### src/rtl/core/ffa_pkg.sv
// Shared field widths, codes and width helper for the first-fit heap allocator.
package ffa_pkg;

  localparam int unsigned OPCODE_W = 1;
  localparam int unsigned SIZE_W   = 13;
  localparam int unsigned ADDR_W   = 12;
  localparam int unsigned STATUS_W = 2;

  typedef enum logic [OPCODE_W-1:0] {
    OP_ALLOC = 1'b0,
    OP_FREE  = 1'b1
  } ffa_op_e;

  typedef enum logic [STATUS_W-1:0] {
    STATUS_OK       = 2'd0,
    STATUS_NO_FIT   = 2'd1,
    STATUS_BAD_ADDR = 2'd2
  } ffa_status_e;

  function automatic int unsigned ffa_word_w(input int unsigned heap, input int unsigned hdr);
    return $clog2(heap + 2 * hdr + (2 ** SIZE_W) + 1);
  endfunction

endpackage

### src/rtl/core/ffa_req_if.sv
// Request channel: opcode, requested size and data address to free.
interface ffa_req_if import ffa_pkg::*; ();
  logic              valid;
  logic              ready;
  ffa_op_e           opcode;
  logic [SIZE_W-1:0] request_size;
  logic [ADDR_W-1:0] data_address;

  modport source (output valid, output opcode, output request_size, output data_address,
                  input ready);
  modport sink   (input valid, input opcode, input request_size, input data_address,
                  output ready);
endinterface

### src/rtl/core/ffa_rsp_if.sv
// Response channel: status and granted data address.
interface ffa_rsp_if import ffa_pkg::*; ();
  logic              valid;
  logic              ready;
  ffa_status_e       status;
  logic [ADDR_W-1:0] granted_address;

  modport source (output valid, output status, output granted_address, input ready);
  modport sink   (input valid, input status, input granted_address, output ready);
endinterface

### src/rtl/core/ffa_table.sv
// Block table memory: one write port, one registered read port, entry 0 reset overlay.
module ffa_table import ffa_pkg::*; #(
  parameter int unsigned MAX_BLOCKS   = 64,
  parameter int unsigned HEAP_BYTES   = 4096,
  parameter int unsigned HEADER_BYTES = 16,
  localparam int unsigned WW = ffa_word_w(HEAP_BYTES, HEADER_BYTES),
  localparam int unsigned AW = $clog2(MAX_BLOCKS),
  localparam int unsigned EW = 2 * WW + 1
) (
  input  logic          clk_i,
  input  logic          rst_ni,
  input  logic [AW-1:0] rd_addr_i,
  output logic [EW-1:0] rd_data_o,
  input  logic          we_i,
  input  logic [AW-1:0] wr_addr_i,
  input  logic [EW-1:0] wr_data_i
);

  localparam logic [EW-1:0] ResetEntry = {WW'(0), WW'(HEAP_BYTES), 1'b0};

  logic [EW-1:0] mem [MAX_BLOCKS];
  logic [EW-1:0] rd_q;
  logic          init_q;
  logic          rd_init_q;

  always_ff @(posedge clk_i) begin
    if (we_i) begin
      mem[wr_addr_i] <= wr_data_i;
    end
    rd_q <= mem[rd_addr_i];
  end

  always_ff @(posedge clk_i or negedge rst_ni) begin
    if (!rst_ni) begin
      init_q    <= 1'b1;
      rd_init_q <= 1'b0;
    end else begin
      if (we_i && (wr_addr_i == AW'(0))) begin
        init_q <= 1'b0;
      end
      rd_init_q <= init_q && (rd_addr_i == AW'(0));
    end
  end

  assign rd_data_o = rd_init_q ? ResetEntry : rd_q;

endmodule

### src/rtl/core/ffa_ctrl.sv
// Sequencer: first-fit scan, split insert and coalescing removal over the block table.
module ffa_ctrl import ffa_pkg::*; #(
  parameter int unsigned MAX_BLOCKS   = 64,
  parameter int unsigned HEAP_BYTES   = 4096,
  parameter int unsigned HEADER_BYTES = 16,
  localparam int unsigned WW = ffa_word_w(HEAP_BYTES, HEADER_BYTES),
  localparam int unsigned AW = $clog2(MAX_BLOCKS),
  localparam int unsigned CW = $clog2(MAX_BLOCKS + 1),
  localparam int unsigned EW = 2 * WW + 1
) (
  input  logic              clk_i,
  input  logic              rst_ni,
  input  logic              start_i,
  input  ffa_op_e           op_i,
  input  logic [SIZE_W-1:0] size_i,
  input  logic [ADDR_W-1:0] addr_i,
  output logic              idle_o,
  output logic              done_o,
  input  logic              ack_i,
  output ffa_status_e       status_o,
  output logic [ADDR_W-1:0] granted_o,
  output logic [AW-1:0]     rd_addr_o,
  input  logic [EW-1:0]     rd_data_i,
  output logic              we_o,
  output logic [AW-1:0]     wr_addr_o,
  output logic [EW-1:0]     wr_data_o
);

  typedef struct packed {
    logic [WW-1:0] start;
    logic [WW-1:0] len;
    logic          used;
  } entry_t;

  typedef enum logic [5:0] {
    S_IDLE  = 6'b000001,
    S_SCAN  = 6'b000010,
    S_MERGE = 6'b000100,
    S_SHUP  = 6'b001000,
    S_SHDN  = 6'b010000,
    S_RESP  = 6'b100000
  } state_e;

  localparam logic [WW-1:0] Hdr = WW'(HEADER_BYTES);

  state_e            state_q, state_d;
  logic [CW-1:0]     cnt_q, cnt_d;
  logic              rv_q, rv_d;
  logic [CW-1:0]     idx_q, idx_d;
  logic [CW-1:0]     dix_q, dix_d;
  logic [CW-1:0]     src_q, src_d;
  logic [CW-1:0]     bnd_q, bnd_d;
  logic [1:0]        ofs_q, ofs_d;
  logic [CW-1:0]     hidx_q, hidx_d;
  entry_t            prev_q, prev_d;
  entry_t            hit_q, hit_d;
  entry_t            ins_q, ins_d;
  ffa_op_e           op_q, op_d;
  logic [SIZE_W-1:0] size_q, size_d;
  logic [ADDR_W-1:0] addr_q, addr_d;
  ffa_status_e       status_q, status_d;
  logic [ADDR_W-1:0] gaddr_q, gaddr_d;

  entry_t        e;
  logic [WW-1:0] need;
  logic [WW-1:0] rest;
  logic [WW-1:0] data_off;
  logic          fit;
  logic          match;
  logic          hit;
  logic          split;
  logic          issue_scan;
  logic          n_ok;
  logic          p_ok;
  logic [1:0]    n_rm;
  logic [WW-1:0] len_mid;
  logic [WW-1:0] len_all;
  logic          more_up;
  logic          more_dn;

  assign e          = entry_t'(rd_data_i);
  assign need       = WW'(size_q) + Hdr;
  assign rest       = e.len - need;
  assign data_off   = e.start + Hdr;
  assign fit        = !e.used && (e.len >= need);
  assign match      = e.used && (data_off == WW'(addr_q));
  assign hit        = rv_q && ((op_q == OP_ALLOC) ? fit : match);
  assign split      = (rest > Hdr) && (cnt_q < CW'(MAX_BLOCKS));
  assign issue_scan = (idx_q < cnt_q) && !(hit && (op_q == OP_ALLOC));
  assign n_ok       = rv_q && !e.used;
  assign p_ok       = (hidx_q != CW'(0)) && !prev_q.used;
  assign n_rm       = {1'b0, p_ok} + {1'b0, n_ok};
  assign len_mid    = hit_q.len + (n_ok ? (Hdr + e.len) : WW'(0));
  assign len_all    = prev_q.len + Hdr + len_mid;
  assign more_up    = src_q >= bnd_q;
  assign more_dn    = src_q < bnd_q;

  always_comb begin
    state_d   = state_q;
    cnt_d     = cnt_q;
    rv_d      = 1'b0;
    idx_d     = idx_q;
    dix_d     = dix_q;
    src_d     = src_q;
    bnd_d     = bnd_q;
    ofs_d     = ofs_q;
    hidx_d    = hidx_q;
    prev_d    = prev_q;
    hit_d     = hit_q;
    ins_d     = ins_q;
    op_d      = op_q;
    size_d    = size_q;
    addr_d    = addr_q;
    status_d  = status_q;
    gaddr_d   = gaddr_q;
    rd_addr_o = idx_q[AW-1:0];
    we_o      = 1'b0;
    wr_addr_o = dix_q[AW-1:0];
    wr_data_o = rd_data_i;

    unique case (state_q)
      S_IDLE: begin
        if (start_i) begin
          op_d    = op_i;
          size_d  = size_i;
          addr_d  = addr_i;
          idx_d   = CW'(0);
          state_d = S_SCAN;
        end
      end

      S_SCAN: begin
        if (issue_scan) begin
          rd_addr_o = idx_q[AW-1:0];
          dix_d     = idx_q;
          idx_d     = idx_q + CW'(1);
          rv_d      = 1'b1;
        end
        if (hit) begin
          if (op_q == OP_ALLOC) begin
            we_o      = 1'b1;
            wr_addr_o = dix_q[AW-1:0];
            wr_data_o = entry_t'{start: e.start, len: (split ? WW'(size_q) : e.len),
                                 used: 1'b1};
            status_d  = STATUS_OK;
            gaddr_d   = data_off[ADDR_W-1:0];
            if (split) begin
              ins_d   = entry_t'{start: e.start + need, len: rest, used: 1'b0};
              src_d   = cnt_q - CW'(1);
              bnd_d   = dix_q + CW'(1);
              cnt_d   = cnt_q + CW'(1);
              state_d = S_SHUP;
            end else begin
              state_d = S_RESP;
            end
          end else begin
            hit_d   = e;
            hidx_d  = dix_q;
            state_d = S_MERGE;
          end
        end else if (rv_q) begin
          prev_d = e;
        end else if (!issue_scan) begin
          status_d = (op_q == OP_ALLOC) ? STATUS_NO_FIT : STATUS_BAD_ADDR;
          gaddr_d  = '0;
          state_d  = S_RESP;
        end
      end

      S_MERGE: begin
        we_o     = 1'b1;
        status_d = STATUS_OK;
        gaddr_d  = '0;
        if (p_ok) begin
          wr_addr_o = AW'(hidx_q - CW'(1));
          wr_data_o = entry_t'{start: prev_q.start, len: len_all, used: 1'b0};
          src_d     = hidx_q + CW'(n_rm);
        end else begin
          wr_addr_o = hidx_q[AW-1:0];
          wr_data_o = entry_t'{start: hit_q.start, len: len_mid, used: 1'b0};
          src_d     = hidx_q + CW'(1) + CW'(n_rm);
        end
        bnd_d   = cnt_q;
        ofs_d   = n_rm;
        cnt_d   = cnt_q - CW'(n_rm);
        state_d = (n_rm == 2'd0) ? S_RESP : S_SHDN;
      end

      S_SHUP: begin
        if (more_up) begin
          rd_addr_o = src_q[AW-1:0];
          dix_d     = src_q;
          src_d     = src_q - CW'(1);
          rv_d      = 1'b1;
        end
        if (rv_q) begin
          we_o      = 1'b1;
          wr_addr_o = AW'(dix_q + CW'(1));
          wr_data_o = rd_data_i;
        end else if (!more_up) begin
          we_o      = 1'b1;
          wr_addr_o = bnd_q[AW-1:0];
          wr_data_o = ins_q;
          state_d   = S_RESP;
        end
      end

      S_SHDN: begin
        if (more_dn) begin
          rd_addr_o = src_q[AW-1:0];
          dix_d     = src_q;
          src_d     = src_q + CW'(1);
          rv_d      = 1'b1;
        end
        if (rv_q) begin
          we_o      = 1'b1;
          wr_addr_o = AW'(dix_q - CW'(ofs_q));
          wr_data_o = rd_data_i;
        end else if (!more_dn) begin
          state_d = S_RESP;
        end
      end

      S_RESP: begin
        if (ack_i) begin
          state_d = S_IDLE;
        end
      end

      default: begin
        state_d = S_IDLE;
      end
    endcase
  end

  always_ff @(posedge clk_i or negedge rst_ni) begin
    if (!rst_ni) begin
      state_q <= S_IDLE;
      cnt_q   <= CW'(1);
      rv_q    <= 1'b0;
    end else begin
      state_q <= state_d;
      cnt_q   <= cnt_d;
      rv_q    <= rv_d;
    end
  end

  always_ff @(posedge clk_i) begin
    idx_q    <= idx_d;
    dix_q    <= dix_d;
    src_q    <= src_d;
    bnd_q    <= bnd_d;
    ofs_q    <= ofs_d;
    hidx_q   <= hidx_d;
    prev_q   <= prev_d;
    hit_q    <= hit_d;
    ins_q    <= ins_d;
    op_q     <= op_d;
    size_q   <= size_d;
    addr_q   <= addr_d;
    status_q <= status_d;
    gaddr_q  <= gaddr_d;
  end

  assign idle_o    = (state_q == S_IDLE);
  assign done_o    = (state_q == S_RESP);
  assign status_o  = status_q;
  assign granted_o = gaddr_q;

endmodule

### src/rtl/core/first_fit_heap_allocator_top.sv
// Top level of the first-fit heap allocator: channels, sequencer, table and response register.
// A request walks the address-ordered block table one entry per cycle through the single
// read port of the table memory. A free also makes a merge write after its scan. An
// allocate that splits a block then moves every later entry up by one, and a free that
// coalesces moves every later entry down, one entry per cycle. The scan stops where the move
// starts, so the two together cover the table once. A new request is taken only when the
// sequencer is idle; a finished response waits in the output register while the next
// request runs. There is no clearing pass after reset.
module first_fit_heap_allocator_top import ffa_pkg::*; #(
  parameter int unsigned HEAP_BYTES   = 4096,
  parameter int unsigned HEADER_BYTES = 16,
  parameter int unsigned MAX_BLOCKS   = 64
) (
  input  logic clk_i,
  input  logic rst_ni,
  ffa_req_if.sink   req_i,
  ffa_rsp_if.source rsp_o
);

  localparam int unsigned WW = ffa_word_w(HEAP_BYTES, HEADER_BYTES);
  localparam int unsigned AW = $clog2(MAX_BLOCKS);
  localparam int unsigned EW = 2 * WW + 1;

  logic              idle;
  logic              done;
  logic              ack;
  logic              start;
  ffa_status_e       status;
  logic [ADDR_W-1:0] granted;
  logic [AW-1:0]     rd_addr;
  logic [EW-1:0]     rd_data;
  logic              we;
  logic [AW-1:0]     wr_addr;
  logic [EW-1:0]     wr_data;

  logic              rsp_valid_q, rsp_valid_d;
  ffa_status_e       rsp_status_q;
  logic [ADDR_W-1:0] rsp_addr_q;

  assign req_i.ready = idle;
  assign start       = req_i.valid && idle;
  assign ack         = done && (!rsp_valid_q || rsp_o.ready);

  ffa_ctrl #(
    .MAX_BLOCKS   (MAX_BLOCKS),
    .HEAP_BYTES   (HEAP_BYTES),
    .HEADER_BYTES (HEADER_BYTES)
  ) u_ctrl (
    .clk_i     (clk_i),
    .rst_ni    (rst_ni),
    .start_i   (start),
    .op_i      (req_i.opcode),
    .size_i    (req_i.request_size),
    .addr_i    (req_i.data_address),
    .idle_o    (idle),
    .done_o    (done),
    .ack_i     (ack),
    .status_o  (status),
    .granted_o (granted),
    .rd_addr_o (rd_addr),
    .rd_data_i (rd_data),
    .we_o      (we),
    .wr_addr_o (wr_addr),
    .wr_data_o (wr_data)
  );

  ffa_table #(
    .MAX_BLOCKS   (MAX_BLOCKS),
    .HEAP_BYTES   (HEAP_BYTES),
    .HEADER_BYTES (HEADER_BYTES)
  ) u_table (
    .clk_i     (clk_i),
    .rst_ni    (rst_ni),
    .rd_addr_i (rd_addr),
    .rd_data_o (rd_data),
    .we_i      (we),
    .wr_addr_i (wr_addr),
    .wr_data_i (wr_data)
  );

  always_comb begin
    rsp_valid_d = rsp_valid_q;
    if (ack) begin
      rsp_valid_d = 1'b1;
    end else if (rsp_o.ready) begin
      rsp_valid_d = 1'b0;
    end
  end

  always_ff @(posedge clk_i or negedge rst_ni) begin
    if (!rst_ni) begin
      rsp_valid_q <= 1'b0;
    end else begin
      rsp_valid_q <= rsp_valid_d;
    end
  end

  always_ff @(posedge clk_i) begin
    if (ack) begin
      rsp_status_q <= status;
      rsp_addr_q   <= granted;
    end
  end

  assign rsp_o.valid           = rsp_valid_q;
  assign rsp_o.status          = rsp_status_q;
  assign rsp_o.granted_address = rsp_addr_q;

  a_busy_after_accept: assert property (@(posedge clk_i) disable iff (!rst_ni)
    (req_i.valid && req_i.ready) |=> !idle)
    else $error("sequencer still idle after a request transaction");

  a_idle_done_exclusive: assert property (@(posedge clk_i) disable iff (!rst_ni)
    $onehot0({idle, done}))
    else $error("sequencer idle and done at once");

  a_addr_zero_on_error: assert property (@(posedge clk_i) disable iff (!rst_ni)
    ack |=> (rsp_valid_q && ((rsp_status_q == STATUS_OK) || (rsp_addr_q == '0))))
    else $error("response lost or error response carries a nonzero address");

endmodule

### src/flat_wrapper.sv
// flat-port wrapper written by rule: the top's interface ports become plain ports
module first_fit_heap_allocator_top_flat import ffa_pkg::*;
#(
  parameter int unsigned HEAP_BYTES   = 4096,
  parameter int unsigned HEADER_BYTES = 16,
  parameter int unsigned MAX_BLOCKS   = 64
)
  (clk_i, rst_ni, req_i_valid, req_i_opcode, req_i_request_size, req_i_data_address, req_i_ready, rsp_o_valid, rsp_o_status, rsp_o_granted_address, rsp_o_ready);
  ffa_req_if req_i_i ();
  ffa_rsp_if rsp_o_i ();
  input  logic clk_i;
  input  logic rst_ni;
  input wire logic [$bits(req_i_i.valid)-1:0] req_i_valid;
  input wire logic [$bits(req_i_i.opcode)-1:0] req_i_opcode;
  input wire logic [$bits(req_i_i.request_size)-1:0] req_i_request_size;
  input wire logic [$bits(req_i_i.data_address)-1:0] req_i_data_address;
  output wire logic [$bits(req_i_i.ready)-1:0] req_i_ready;
  output wire logic [$bits(rsp_o_i.valid)-1:0] rsp_o_valid;
  output wire logic [$bits(rsp_o_i.status)-1:0] rsp_o_status;
  output wire logic [$bits(rsp_o_i.granted_address)-1:0] rsp_o_granted_address;
  input wire logic [$bits(rsp_o_i.ready)-1:0] rsp_o_ready;
  assign req_i_i.valid = req_i_valid;
  assign req_i_i.opcode = req_i_opcode;
  assign req_i_i.request_size = req_i_request_size;
  assign req_i_i.data_address = req_i_data_address;
  assign req_i_ready = req_i_i.ready;
  assign rsp_o_valid = rsp_o_i.valid;
  assign rsp_o_status = rsp_o_i.status;
  assign rsp_o_granted_address = rsp_o_i.granted_address;
  assign rsp_o_i.ready = rsp_o_ready;
  first_fit_heap_allocator_top #(.HEAP_BYTES(HEAP_BYTES), .HEADER_BYTES(HEADER_BYTES), .MAX_BLOCKS(MAX_BLOCKS)) u_core (.clk_i(clk_i), .rst_ni(rst_ni), .req_i(req_i_i), .rsp_o(rsp_o_i));
endmodule
### config.mk
export PLATFORM = sky130hd
export DESIGN_NAME = first_fit_heap_allocator_top_flat
export DESIGN_NICKNAME = d
export VERILOG_FILES = /design/src/rtl/core/ffa_pkg.sv /design/src/rtl/core/ffa_req_if.sv /design/src/rtl/core/ffa_rsp_if.sv /design/src/rtl/core/ffa_table.sv /design/src/rtl/core/ffa_ctrl.sv /design/src/rtl/core/first_fit_heap_allocator_top.sv /design/src/flat_wrapper.sv
export SDC_FILE = /design/constraint.sdc
export NUM_CORES = 2
export LEC_CHECK = 0
export BUFFER_PORTS_ARGS = -buffer_cell sky130_fd_sc_hd__buf_4
export CORE_ASPECT_RATIO = 1.4
export CORE_MARGIN = 2
export CORE_UTILIZATION = 63
export CTS_CLUSTER_DIAMETER = 80
export DETAILED_ROUTE_END_ITERATION = 10
export GPL_TIMING_DRIVEN = 0
export MAX_ROUTING_LAYER = met4
export PLACE_DENSITY = 0.76
export SYNTH_ARGS = -nofsm -noshare
export SYNTH_HDL_FRONTEND = slang
export SYNTH_HIERARCHICAL = 1
export SYNTH_SLANG_ARGS = --single-unit
### constraint.sdc
create_clock -name clk_i -period 10.36 [get_ports clk_i]
set_input_delay 1.554 -clock clk_i [delete_from_list [all_inputs] [get_ports clk_i]]
set_output_delay 1.554 -clock clk_i [all_outputs]
set_load 0.02 [all_outputs]
==> results.yml <==
floorplan:
  io_pins: 46
  start_util: 0.634
  die_w_um: 314
  die_h_um: 438
  dieArea_um2: 138000
  core_um2: 134000
  core.rowCount: 159
yosys:
  synth_compound_area_frac: 0.0480
  synthesis.nets: 4647
  synth_xor_area_frac: 0.0111
  synthArstFlopShare: 0.00818
  yosys_most_used_dff: "edfxtp_1"
  synthDistinctLibCells: 90
  seq_area_frac_synth: 0.731
  ys_seq_elements: 2078
  yosysWarnings: 6
  syn_area_per_cell_um2: 18.9
  synthAdderAreaFrac: 0.0174
  synth_edf_count: 2032
  synth_top_area_frac: 0.719
  yosysTopAreaCell: "edfxtp_1"
  syn_area_um2: 84900
  synthTopCellsByArea: "edfxtp_1 (72%), mux4_2 (11%), mux2i_1 (2.4%)"
  synth.mux.area_fraction: 0.134
  synthSimpleGateAreaFrac: 0.0410
  synthCells: 4504
  synth_top_family_by_area: "multiplexers"
timing:
  fmax_mhz: 131
  relSlewSlack: -0.0970
  fin_skew_ps: 33.7
  fin_crit_ps: 7660
  fin_crit_sh: 0.739
  rsz0062_at_grt: "no"
  hold_violations: 0
  worst_pin_slew_ps: 1650
  hold-worst-slack_ps: 418
  drv_slew: 9
  setup_violations: 0
detailed_routing:
  vias_per_cell: 6.93
  drt_pass1_iterations: 6
  drtIter0Drc: 6721
  wire_per_inst_um: 34.7
  dr_total_vias: 47100
  drtAntennaViolNets: 0
  drc_errors: 0
  routed_wl_um: 236000
grt:
  grt_max_degree: 58
  grtUsageTotal: 0.360
  grt_pass1_vias: 47600
  antenna_found_initial: 10
  grt_pass1_wl_um: 336000
  grt-ovfl-total: 0
cells_and_area:
  layout.nets: 5003
  final_cells: 6795
  layout_common_cells: "edfxtp_1 (2032), mux4_2 (406), mux2i_1 (204)"
  area_growth_pct: 13.9
  final_common_cell: "edfxtp_1"
  drive_above_1_share: 0.218
  fillers: 7684
clock_network:
  clock-sinks: 2078
  clock-root-buffer: "clkbuf_16"
  clkTransAtPathRegs_ps: 60
  post_cts_buffers: 0
  cts_hold_buf: 0
  cts_tree: "yes"
  numCtsBuffers: 185
  clockBufferDepth: 3
  cts_resized: 0
  htreeDepth: 4
  clock_latency_ps: 850
setup_path:
  cp.required_ps: 11010
  worstSetupEndpointType: "flip-flop"
  slowest_stage: "o21ai_4"
  critical_path_class: "reg -> reg"
  slowest_delay_ps: 830
  path_max_fanout: 36
  cp-start-kind: "flip-flop"
  cp.arrival_ps: 8310
place:
  gp_congestion: 1.06
  port_buffers: 45
  dp.cells: 6442
  dpl.hpwl_um: 162000
power:
  cellLeakagePower_nw: 31.6
  ir_worst_vdd_mv: 0.165
  power.density_nw_per_um2: 256
run_status:
  violations: "max-capacitance violations, max-slew violations"
  outcome: "complete, but fails checks"
min_path:
  hold_path_class: "reg -> reg"
job:
  drv_cap: 1
==> layout make-up <==
cell class / count / area [um2] / area share
Sequential cell: 2078 / 62000 / 0.642
Buffer: 234 / 1210 / 0.0125
Clock inverter: 108 / 1060 / 0.0109
Inverter: 79 / 297 / 0.00307
Multi-Input combinational cell: 2113 / 22100 / 0.228
Antenna cell: 8 / 20.0 / 0.000207
Clock buffer: 235 / 4960 / 0.0513
Timing Repair Buffer: 169 / 2820 / 0.0292
Tap cell: 1771 / 2220 / 0.0229
==> cell usage after synthesis, types with 26 or more instances <==
| cell | number |
|---|---|
| nor3_1 | 57 |
| a22oi_1 | 31 |
| mux2i_1 | 204 |
| nor2b_1 | 68 |
| nand3_1 | 72 |
| or3_1 | 26 |
| xor2_1 | 39 |
| o21ai_1 | 34 |
| a21oi_1 | 85 |
| a22o_1 | 35 |
| edfxtp_1 | 2032 |
| o22ai_1 | 50 |
| xnor2_1 | 63 |
| ha_1 | 104 |
| a221oi_1 | 42 |
| buf_2 | 38 |
| nor4_1 | 29 |
| and2_1 | 29 |
| mux4_2 | 406 |
| o21ai_0 | 69 |
| clkbuf_1 | 129 |
| a211oi_1 | 52 |
| nand2_1 | 129 |
| nor2_1 | 208 |
| dfxtp_1 | 29 |
| inv_1 | 79 |
==> per-layer routing <==
| metal | vias up | wire length [um] | global-route usage |
|---|---|---|---|
| met4 | 0 | 19200 | 0.242 |
| met1 | 24200 | 76100 | 0.410 |
| met3 | 727 | 21600 | 0.0671 |
| met2 | 3029 | 119000 | 0.583 |
| met5 | - | 0 | - |
| li1 | 19200 | - | - |
==> state kept, by name (all words and copies together), names as in the netlist, 2 cells and up <==
name and count:
u_core/u_ctrl/ins_q 28, u_core/u_ctrl/cnt_q 7, u_core/u_ctrl/idx_q 7, u_core/u_ctrl/addr_q 12, u_core/rsp_o.granted_address 12, u_core/u_ctrl/dix_q 7, u_core/u_table/mem 1856, u_core/u_ctrl/state_q 6
u_core/rsp_o.status 2, u_core/u_ctrl/granted_o 12, u_core/u_ctrl/status_o 2, u_core/u_ctrl/src_q 7, u_core/u_ctrl/hidx_q 7, u_core/u_ctrl/ofs_q 2, u_core/u_ctrl/bnd_q 7, u_core/u_ctrl/prev_q 29
u_core/u_ctrl/size_q 13, u_core/u_ctrl/hit_q 28, u_core/u_table/rd_q 29
==> worst paths after layout <==
check	from	depth (start not counted)	slack, ps	end
min	u_core/u_ctrl/granted_o[4]$_SDFFCE_PP0P_	0	420	u_core/rsp_o.granted_address[4]$_DFFE_PP_
max reg2reg	u_core/u_table/rd_init_q$_DFF_PN0_	29	2700	u_core/u_table/mem[7][14]$_DFFE_PP_
min in group asynchronous	rst_ni	1	600	u_core/u_ctrl/cnt_q[1]$_DFFE_PN0P_
max	u_core/u_table/rd_init_q$_DFF_PN0_	29	2700	u_core/u_table/mem[7][14]$_DFFE_PP_
max in group asynchronous	rst_ni	1	9460	u_core/u_table/init_q$_DFFE_PN1P_
min reg2reg	u_core/u_ctrl/granted_o[4]$_SDFFCE_PP0P_	0	420	u_core/rsp_o.granted_address[4]$_DFFE_PP_
==> worst max-delay path, delay by kind of cell, from the launching register on <==
family	cells	cell delay (ps)
buf+inv	6	1770
flops	1	350
simple gates	8	1140
fa+ha+maj	4	1260
compound gates	8	2340
xor+xnor	3	510
==> power by group <==
group	total (W)	switching (W)	leakage [nW]	internal (W)
Clock	0.00687	0.00307	2.94	0.00379
Combinational	0.00714	0.00479	9.92	0.00235
Sequential	0.0108	0.0000772	18.8	0.0107
Total	0.0248	0.00794	31.6	0.0169
==> kinds of logic (layout without fill, tap and decap cells) <==
family,Yosys count,count (layout)
muxes,628,628
DFF,2078,2078
adders and majority gates,113,113
AOI/OAI and AO/OA,566,566
other,0,8
buffers and inverters,313,825
and+or+nand+nor,702,702
xor gates and xnor gates,104,104
==> metrics by stage <==
stage	util	total power [W]	setup WS, ps	area, um2	TNS [ps]
floorplan	-	0.0149	2550	84900	0
global placement	0.653	0.0175	-2760	87500	-711940
detailed placement	0.677	0.0179	2970	90600	0
CTS	0.722	0.0247	2870	96600	0
global route	0.722	0.0254	2400	96700	0
finish	0.722	0.0248	2700	96700	0
(Power assumes the default switching activity.)
